$ cat src/length_prefixed_frame_deframer_assert.svh
// Assertion macros shared by the deframer modules.
`ifndef LENGTH_PREFIXED_FRAME_DEFRAMER_ASSERT_SVH
`define LENGTH_PREFIXED_FRAME_DEFRAMER_ASSERT_SVH

`ifndef SYNTHESIS
`define LPFD_ASSERT(lbl, clk, rst, prop) \
  lbl: assert property (@(posedge clk) disable iff (rst) prop) \
    else $error("deframer assertion failed");
`define LPFD_ASSERT_NEVER(lbl, clk, rst, cond) \
  lbl: assert property (@(posedge clk) disable iff (rst) !(cond)) \
    else $error("deframer forbidden condition seen");
`else
`define LPFD_ASSERT(lbl, clk, rst, prop)
`define LPFD_ASSERT_NEVER(lbl, clk, rst, cond)
`endif

`endif

$ cat src/lpfd_pkg.sv
package lpfd_pkg;

  localparam logic [1:0] KIND_HEADER  = 2'd0;
  localparam logic [1:0] KIND_PAYLOAD = 2'd1;
  localparam logic [1:0] KIND_ERROR   = 2'd2;

  localparam logic ERR_TOO_SHORT = 1'b0;
  localparam logic ERR_TOO_LARGE = 1'b1;

  localparam logic [31:0] HEADER_BYTES    = 32'd8;
  localparam logic [31:0] MAX_FRAME_RESET = 32'd1048576;

  localparam logic [2:0] LENGTH_LAST_INDEX = 3'd3;
  localparam logic [2:0] HEADER_LAST_INDEX = 3'd7;

  typedef struct packed {
    logic [1:0]  kind;
    logic [15:0] api_key;
    logic [15:0] key_version;
    logic [31:0] request_tag;
    logic [31:0] payload_length;
    logic [7:0]  payload_byte;
    logic        frame_last;
    logic        error_code;
  } result_t;

  typedef struct packed {
    logic    valid;
    result_t res;
  } front_req_t;

endpackage

$ cat src/lpfd_front.sv
`include "length_prefixed_frame_deframer_assert.svh"

module lpfd_front
  import lpfd_pkg::*;
(
  input  logic        clk,
  input  logic        rst,
  input  logic        push,
  input  logic        full,
  input  logic [7:0]  data_byte,
  input  logic        cfg_write_en,
  input  logic [31:0] cfg_write_data,
  output front_req_t  req
);

  localparam logic [1:0] PH_LENGTH  = 2'd0;
  localparam logic [1:0] PH_HEADER  = 2'd1;
  localparam logic [1:0] PH_PAYLOAD = 2'd2;
  localparam logic [1:0] PH_ERROR   = 2'd3;

  logic [1:0]  phase;
  logic [1:0]  phase_next;
  logic [2:0]  byte_index;
  logic [2:0]  byte_index_next;
  logic [31:0] remaining;
  logic [31:0] remaining_next;
  logic [31:0] length_bytes;
  logic [63:0] header_bytes;
  logic [31:0] max_frame_length;
  logic        accept;
  logic [31:0] length_full;
  logic [63:0] header_full;

  assign accept      = push && !full;
  assign length_full = {data_byte, length_bytes[23:0]};
  assign header_full = {data_byte, header_bytes[55:0]};

  always_comb begin
    phase_next      = phase;
    byte_index_next = byte_index;
    remaining_next  = remaining;
    req             = '0;
    case (phase)
      PH_LENGTH: begin
        if (accept) begin
          if (byte_index == LENGTH_LAST_INDEX) begin
            byte_index_next = '0;
            if (length_full < HEADER_BYTES) begin
              req.valid          = 1'b1;
              req.res.kind       = KIND_ERROR;
              req.res.error_code = ERR_TOO_SHORT;
              phase_next         = PH_ERROR;
            end else if (length_full > max_frame_length) begin
              req.valid          = 1'b1;
              req.res.kind       = KIND_ERROR;
              req.res.error_code = ERR_TOO_LARGE;
              phase_next         = PH_ERROR;
            end else begin
              remaining_next = length_full - HEADER_BYTES;
              phase_next     = PH_HEADER;
            end
          end else begin
            byte_index_next = byte_index + 3'd1;
          end
        end
      end
      PH_HEADER: begin
        if (accept) begin
          if (byte_index == HEADER_LAST_INDEX) begin
            byte_index_next            = '0;
            req.valid                  = 1'b1;
            req.res.kind               = KIND_HEADER;
            req.res.api_key            = header_full[15:0];
            req.res.key_version        = header_full[31:16];
            req.res.request_tag        = header_full[63:32];
            req.res.payload_length     = remaining;
            req.res.frame_last         = (remaining == '0);
            phase_next                 = (remaining == '0) ? PH_LENGTH : PH_PAYLOAD;
          end else begin
            byte_index_next = byte_index + 3'd1;
          end
        end
      end
      PH_PAYLOAD: begin
        if (accept) begin
          req.valid            = 1'b1;
          req.res.kind         = KIND_PAYLOAD;
          req.res.payload_byte = data_byte;
          remaining_next       = remaining - 32'd1;
          if (remaining == 32'd1) begin
            req.res.frame_last = 1'b1;
            phase_next         = PH_LENGTH;
            byte_index_next    = '0;
          end
        end
      end
      default: begin
      end
    endcase
  end

  always_ff @(posedge clk) begin
    if (rst) begin
      phase            <= PH_LENGTH;
      byte_index       <= '0;
      max_frame_length <= MAX_FRAME_RESET;
    end else begin
      phase      <= phase_next;
      byte_index <= byte_index_next;
      if (cfg_write_en) begin
        max_frame_length <= cfg_write_data;
      end
    end
  end

  always_ff @(posedge clk) begin
    remaining <= remaining_next;
    if (accept && phase == PH_LENGTH) begin
      length_bytes[byte_index[1:0]*8 +: 8] <= data_byte;
    end
    if (accept && phase == PH_HEADER) begin
      header_bytes[byte_index*8 +: 8] <= data_byte;
    end
  end

  // Once an error is seen the parser never leaves the error phase.
  `LPFD_ASSERT(a_error_sticks, clk, rst, phase == PH_ERROR |=> phase == PH_ERROR)
  // Errors come only from the last length byte.
  `LPFD_ASSERT(a_error_on_length, clk, rst,
    req.valid && req.res.kind == KIND_ERROR |->
      phase == PH_LENGTH && byte_index == LENGTH_LAST_INDEX)

endmodule

$ cat src/lpfd_queue.sv
`include "length_prefixed_frame_deframer_assert.svh"

module lpfd_queue
  import lpfd_pkg::*;
#(
  parameter int DEPTH = 4
) (
  input  logic       clk,
  input  logic       rst,
  input  front_req_t req,
  input  logic       read,
  output logic       full,
  output logic       empty,
  output result_t    head
);

  localparam int PTR_W = (DEPTH > 1) ? $clog2(DEPTH) : 1;
  localparam int CNT_W = $clog2(DEPTH + 1);
  localparam logic [PTR_W-1:0] LAST_PTR = PTR_W'(DEPTH - 1);
  localparam logic [CNT_W-1:0] FULL_COUNT = CNT_W'(DEPTH);

  result_t          slots [DEPTH];
  logic [PTR_W-1:0] wr_ptr;
  logic [PTR_W-1:0] rd_ptr;
  logic [CNT_W-1:0] count;
  logic             do_write;
  logic             do_read;

  assign full     = (count == FULL_COUNT);
  assign empty    = (count == '0);
  assign do_write = req.valid;
  assign do_read  = read && !empty;
  assign head     = slots[rd_ptr];

  always_ff @(posedge clk) begin
    if (do_write) begin
      slots[wr_ptr] <= req.res;
    end
  end

  always_ff @(posedge clk) begin
    if (rst) begin
      wr_ptr <= '0;
      rd_ptr <= '0;
      count  <= '0;
    end else begin
      if (do_write) begin
        wr_ptr <= (wr_ptr == LAST_PTR) ? '0 : wr_ptr + PTR_W'(1);
      end
      if (do_read) begin
        rd_ptr <= (rd_ptr == LAST_PTR) ? '0 : rd_ptr + PTR_W'(1);
      end
      if (do_write && !do_read) begin
        count <= count + CNT_W'(1);
      end else if (do_read && !do_write) begin
        count <= count - CNT_W'(1);
      end
    end
  end

  `LPFD_ASSERT_NEVER(a_no_overflow, clk, rst, count > FULL_COUNT)
  `LPFD_ASSERT_NEVER(a_no_write_when_full, clk, rst, do_write && full)

endmodule

$ cat src/lpfd_back.sv
module lpfd_back
  import lpfd_pkg::*;
(
  input  logic    clk,
  input  logic    rst,
  input  logic    q_empty,
  input  result_t q_head,
  output logic    q_read,
  input  logic    pop,
  output logic    empty,
  output result_t res
);

  logic    out_valid;
  result_t out_res;

  assign q_read = !q_empty && (!out_valid || pop);
  assign empty  = !out_valid;
  assign res    = out_res;

  always_ff @(posedge clk) begin
    if (rst) begin
      out_valid <= 1'b0;
    end else if (q_read) begin
      out_valid <= 1'b1;
    end else if (pop) begin
      out_valid <= 1'b0;
    end
  end

  always_ff @(posedge clk) begin
    if (q_read) begin
      out_res <= q_head;
    end
  end

endmodule

$ cat src/length_prefixed_frame_deframer.sv
// Length-prefixed frame deframer.
// Input channel: data_byte is offered with push and taken when full is low.
// Each frame is a 4-byte little-endian length, an 8-byte header (key, version,
// request tag) and length - 8 payload bytes.
// Result channel: while empty is low the oldest result sits on the result
// ports; pop takes it. kind tells a header, a payload byte or an error apart.
// One byte is taken every cycle while the queue has room. A result is written
// into the queue by the edge that takes its byte, then moves into the output
// register once that register is empty or being popped.
// cfg_write_en with cfg_write_data sets the largest accepted length; it
// applies to the next length check.
// Reset empties the queue and output register, restarts length gathering,
// clears a past error and sets the maximum to 1048576.
// When the receiver stops popping, results pile up in the queue of
// QUEUE_DEPTH entries plus the output register; full then rises and input
// stops until a pop frees a slot. After an error the block drops all bytes.
module length_prefixed_frame_deframer
  import lpfd_pkg::*;
#(
  parameter int QUEUE_DEPTH = 4
) (
  input  logic        clk,
  input  logic        rst,
  input  logic        push,
  output logic        full,
  input  logic [7:0]  data_byte,
  input  logic        cfg_write_en,
  input  logic [31:0] cfg_write_data,
  output logic        empty,
  input  logic        pop,
  output logic [1:0]  kind,
  output logic [15:0] api_key,
  output logic [15:0] key_version,
  output logic [31:0] request_tag,
  output logic [31:0] payload_length,
  output logic [7:0]  payload_byte,
  output logic        frame_last,
  output logic        error_code
);

  front_req_t req;
  logic       q_full;
  logic       q_empty;
  logic       q_read;
  result_t    q_head;
  result_t    res;

  assign full = q_full;

  lpfd_front u_front (
    .clk            (clk),
    .rst            (rst),
    .push           (push),
    .full           (q_full),
    .data_byte      (data_byte),
    .cfg_write_en   (cfg_write_en),
    .cfg_write_data (cfg_write_data),
    .req            (req)
  );

  lpfd_queue #(
    .DEPTH (QUEUE_DEPTH)
  ) u_queue (
    .clk   (clk),
    .rst   (rst),
    .req   (req),
    .read  (q_read),
    .full  (q_full),
    .empty (q_empty),
    .head  (q_head)
  );

  lpfd_back u_back (
    .clk     (clk),
    .rst     (rst),
    .q_empty (q_empty),
    .q_head  (q_head),
    .q_read  (q_read),
    .pop     (pop),
    .empty   (empty),
    .res     (res)
  );

  assign kind           = res.kind;
  assign api_key        = res.api_key;
  assign key_version    = res.key_version;
  assign request_tag    = res.request_tag;
  assign payload_length = res.payload_length;
  assign payload_byte   = res.payload_byte;
  assign frame_last     = res.frame_last;
  assign error_code     = res.error_code;

endmodule
$ cat config.mk
export PLATFORM = sky130hd
export DESIGN_NAME = length_prefixed_frame_deframer
export DESIGN_NICKNAME = d
export VERILOG_FILES = /design/src/lpfd_pkg.sv /design/src/lpfd_front.sv /design/src/lpfd_queue.sv /design/src/lpfd_back.sv /design/src/length_prefixed_frame_deframer.sv
export VERILOG_INCLUDE_DIRS = /design/src /design/src/src
export SDC_FILE = /design/constraint.sdc
export NUM_CORES = 1
export LEC_CHECK = 0
export BUFFER_PORTS_ARGS = -buffer_cell sky130_fd_sc_hd__buf_2
export CAP_MARGIN = 10
export CORE_MARGIN = 4
export CORE_UTILIZATION = 60
export DETAILED_ROUTE_END_ITERATION = 8
export PLACE_DENSITY = 0.79
export SLEW_MARGIN = 20
export SYNTH_ARGS = -nofsm -noshare
export SYNTH_HDL_FRONTEND = slang
export SYNTH_SLANG_ARGS = --single-unit
$ cat constraint.sdc
create_clock -name clk -period 18.4 [get_ports clk]
set_input_delay 0 -clock clk [delete_from_list [all_inputs] [get_ports clk]]
set_output_delay 0 -clock clk [all_outputs]
set_load 0.005 [all_outputs]
==> flow_summary.yaml <==
grt:
  gr-total-overflow: 0
  grt_pass1_wl_um: 90000
  grt_max_degree: 95
  antenna_found_initial: 1
  grtUsageTotal_pct: 23.5
  first_global_vias: 15300
synth:
  synthDistinctLibCells: 62
  synth_top_flop_cell: "edfxtp_1"
  synth_seq_cells: 697
  synth_area_um2: 28000
  synth_nets: 1691
  ys_seq_area_share_pct: 73.2
  yosysWarnings: 0
  synth_edf_count: 652
  ys_async_sr_fraction_pct: 0
  avgSynthCellArea_um2: 17.6
  syn_inst: 1591
outcome:
  outcome: "finished clean"
cts:
  htree_num_levels: 3
  post-cts-setup-buffer-count: 0
  clock_latency_ps: 590
  cts_root_buf: "clkbuf_16"
  numCtsBuffers: 70
  clkTransAtPathRegs_ps: 60
  cts_tree: "done"
  clockBufferDepth: 3
  clock_sinks: 697
setup_path:
  cp_cell_sequence: "or4_4 -> nor4_4 -> nand3_2 -> nor4_4 -> o41a_4 -> and2_4 -> buf_4"
  worstPathMaxFanout: 57
  slowest_stage: "buf_4"
  regToRegEndpoint: "u_queue.slots[2][29]"
  arrival_ps: 4460
  startpoint_type: "flop"
  cp-end-kind: "flop"
  rrSetupSlack_ps: 14160
  max_stage_delay_ps: 760
  crit_path_frequent_cell: "nor4_4"
  cp.required_ps: 18610
  r2r-start: "u_front.length_bytes[3]"
  crit_type: "flop to flop"
  worstRegToRegCells: 7
route:
  drtPass1Iterations: 7
  viasPerCell: 5.95
  ant_nets: 0
  vias: 14800
  routed_wl_um: 58100
  drt-initial-drc-count: 1601
  drc_errors: 0
  wl_per_cell_um: 23.4
place:
  dp.cells: 2294
  gp_congestion: 0.850
  dp.final_hpwl_um: 34000
  port_buffers: 154
  dpl_worst_slack_ps: 14130
  dpl_cell_area_um2: 29400
timing:
  slew_viol_final: 0
  relSlewSlack_pct: 31.9
  hold_slack_ps: 48.6
  rsz0062_at_grt: "false"
  setup_tns_ps: 0
  tightest_slew_ps: 1010
  post-route-period-util_pct: 23.1
  finalSetupViolCount: 0
  fmax_mhz: 236
  period_needed_ps: 4240
  finClkSkew_ps: 22.1
  setup_ws_ps: 14160
  final_hold_viol_count: 0
floorplan:
  fp.dieW_um: 224
  die_h_um: 224
  initial_core_util_pct: 61.1
  rows: 78
  io_pins: 155
  die_area_um2: 50100
  core_um2: 45800
power_and_ir_drop:
  irDropWorstVdd_uv: 172
  power_density_nw_per_um2: 139
  p_total_mw: 4.50
  p_leak_nw: 11.5
min_path:
  hold_depth: 2
  hold_class: "input port to flop"
  min_from: "data_byte[5]"
  hold_end: "u_front.length_bytes[13]"
finish:
  fin_nets: 1930
  diodes: 0
  finalNonFillerCells: 2486
  finalCoreUtilization_pct: 70.8
  final_cell_area_um2: 32400
  drive_above_1_share_pct: 21.7
  syn_to_final_growth_pct: 15.9
job:
  drv_cap: 0
==> Yosys cell counts (all sizes together) (4+ instances only) <==
cell type | count | area, um2
mux4 | 108 | 2430
nand4 | 6 | 37.5
nor3b | 4 | 30.0
a21oi | 42 | 210
ha | 54 | 676
xor2 | 26 | 228
nor4 | 15 | 145
and3 | 26 | 163
buf | 16 | 60.1
o21ai | 5 | 25.0
nor3 | 22 | 110
or4 | 8 | 67.6
nor2 | 96 | 360
nand2b | 5 | 31.3
inv | 56 | 210
nand3 | 12 | 65.1
xnor2 | 28 | 245
nand2 | 40 | 150
and2 | 169 | 1060
mux2i | 48 | 480
edfxtp | 652 | 19600
dfxtp | 45 | 901
clkbuf | 51 | 191
or3 | 6 | 37.5
==> repair_timing <==
item | 4_1_cts | 5_1_grt
hold buffers | 63 | 0
setup endpoints to repair | 0 | 0
gates resized for setup | 0 | 0
hold endpoints to repair | 36 | 0
==> critical path, delay by kind of cell (launching register included) <==
family	cells	cell delay [ps]
AOI/OAI and AO/OA	1	240
buffers and inverters	1	760
DFF	1	460
and+or+nand+nor	5	2340
==> final cells by class <==
type	instances	area, um2
fillers	2692	13400
multi-input cells	771	7060
well taps	600	751
clock buffers	94	1970
repair buffers	234	1550
inverters	56	210
flip-flops and latches	697	20500
clock inverters	34	382
==> worst max path at each step <==
stage,startpoint,endpoint,slack [ps],depth (start not counted)
after floorplan,u_queue.count[0],u_queue.count[2],10820,9
after global placement,u_front.length_bytes[3],u_queue.slots[2][29],14190,7
after detailed placement,u_front.length_bytes[3],u_queue.slots[3][70],14130,7
after CTS,u_front.length_bytes[3],u_queue.slots[1][40],14100,7
after global routing,u_front.length_bytes[3],u_queue.slots[0][31],13870,7
final,u_front.length_bytes[3],u_queue.slots[2][29],14160,7
==> power by group <==
group / internal, mW / total, mW / leakage [nW] / switching, mW
sequential: 2.02 / 2.13 / 6.72 / 0.108
clock: 0.855 / 1.43 / 1.14 / 0.579
combinational: 0.411 / 0.934 / 3.69 / 0.523
total: 3.29 / 4.50 / 11.5 / 1.21
==> routing by layer <==
metal,up-vias,GRT usage (%),share of wire [%]
met1,7444,32.5,40
met4,0,7.95,2.7
met2,655,38.4,50
met5,-,0,0
met3,95,4.34,7.5
li1,6594,-,-
==> flip-flops by register name (all words and copies together) (netlist names) <==
name / cells
u_queue.wr_ptr: 2
u_front.header_bytes: 56
u_front.phase: 2
u_back.out_valid: 1
u_queue.slots: 432
u_front.byte_index: 3
u_queue.rd_ptr: 2
u_front.remaining: 32
u_front.max_frame_length: 32
u_queue.count: 3
u_front.length_bytes: 24
u_back.res: 108
==> cells by family after synthesis <==
family | Yosys count | share of synthesized area [%]
xor+xnor | 54 | 1.69
simple gates | 429 | 8.73
flops | 697 | 73.2
buf+inv | 123 | 1.65
mux | 157 | 10.5
fa+ha+maj | 55 | 2.49
compound gates | 76 | 1.74
==> cell usage in the layout, fill, tap and decap left out, types with 6 or more instances in the layout <==
cell type	n
a21oi_1	41
and2_1	165
and3_1	26
buf_2	154
buf_4	16
bufinv_16	7
clkbuf_1	16
clkbuf_16	74
clkinv_1	9
clkinv_2	7
dfxtp_1	43
dlygate4sd3_1	63
edfxtp_1	652
ha_1	53
inv_1	56
mux2i_1	48
mux4_2	108
nand2_1	40
nand3_1	11
nand4_1	6
nor2_1	95
nor3_1	21
nor4_1	11
or3_1	6
or4_1	6
xnor2_1	28
xor2_1	26
No activity file was read; power rests on OpenSTA's default activity.
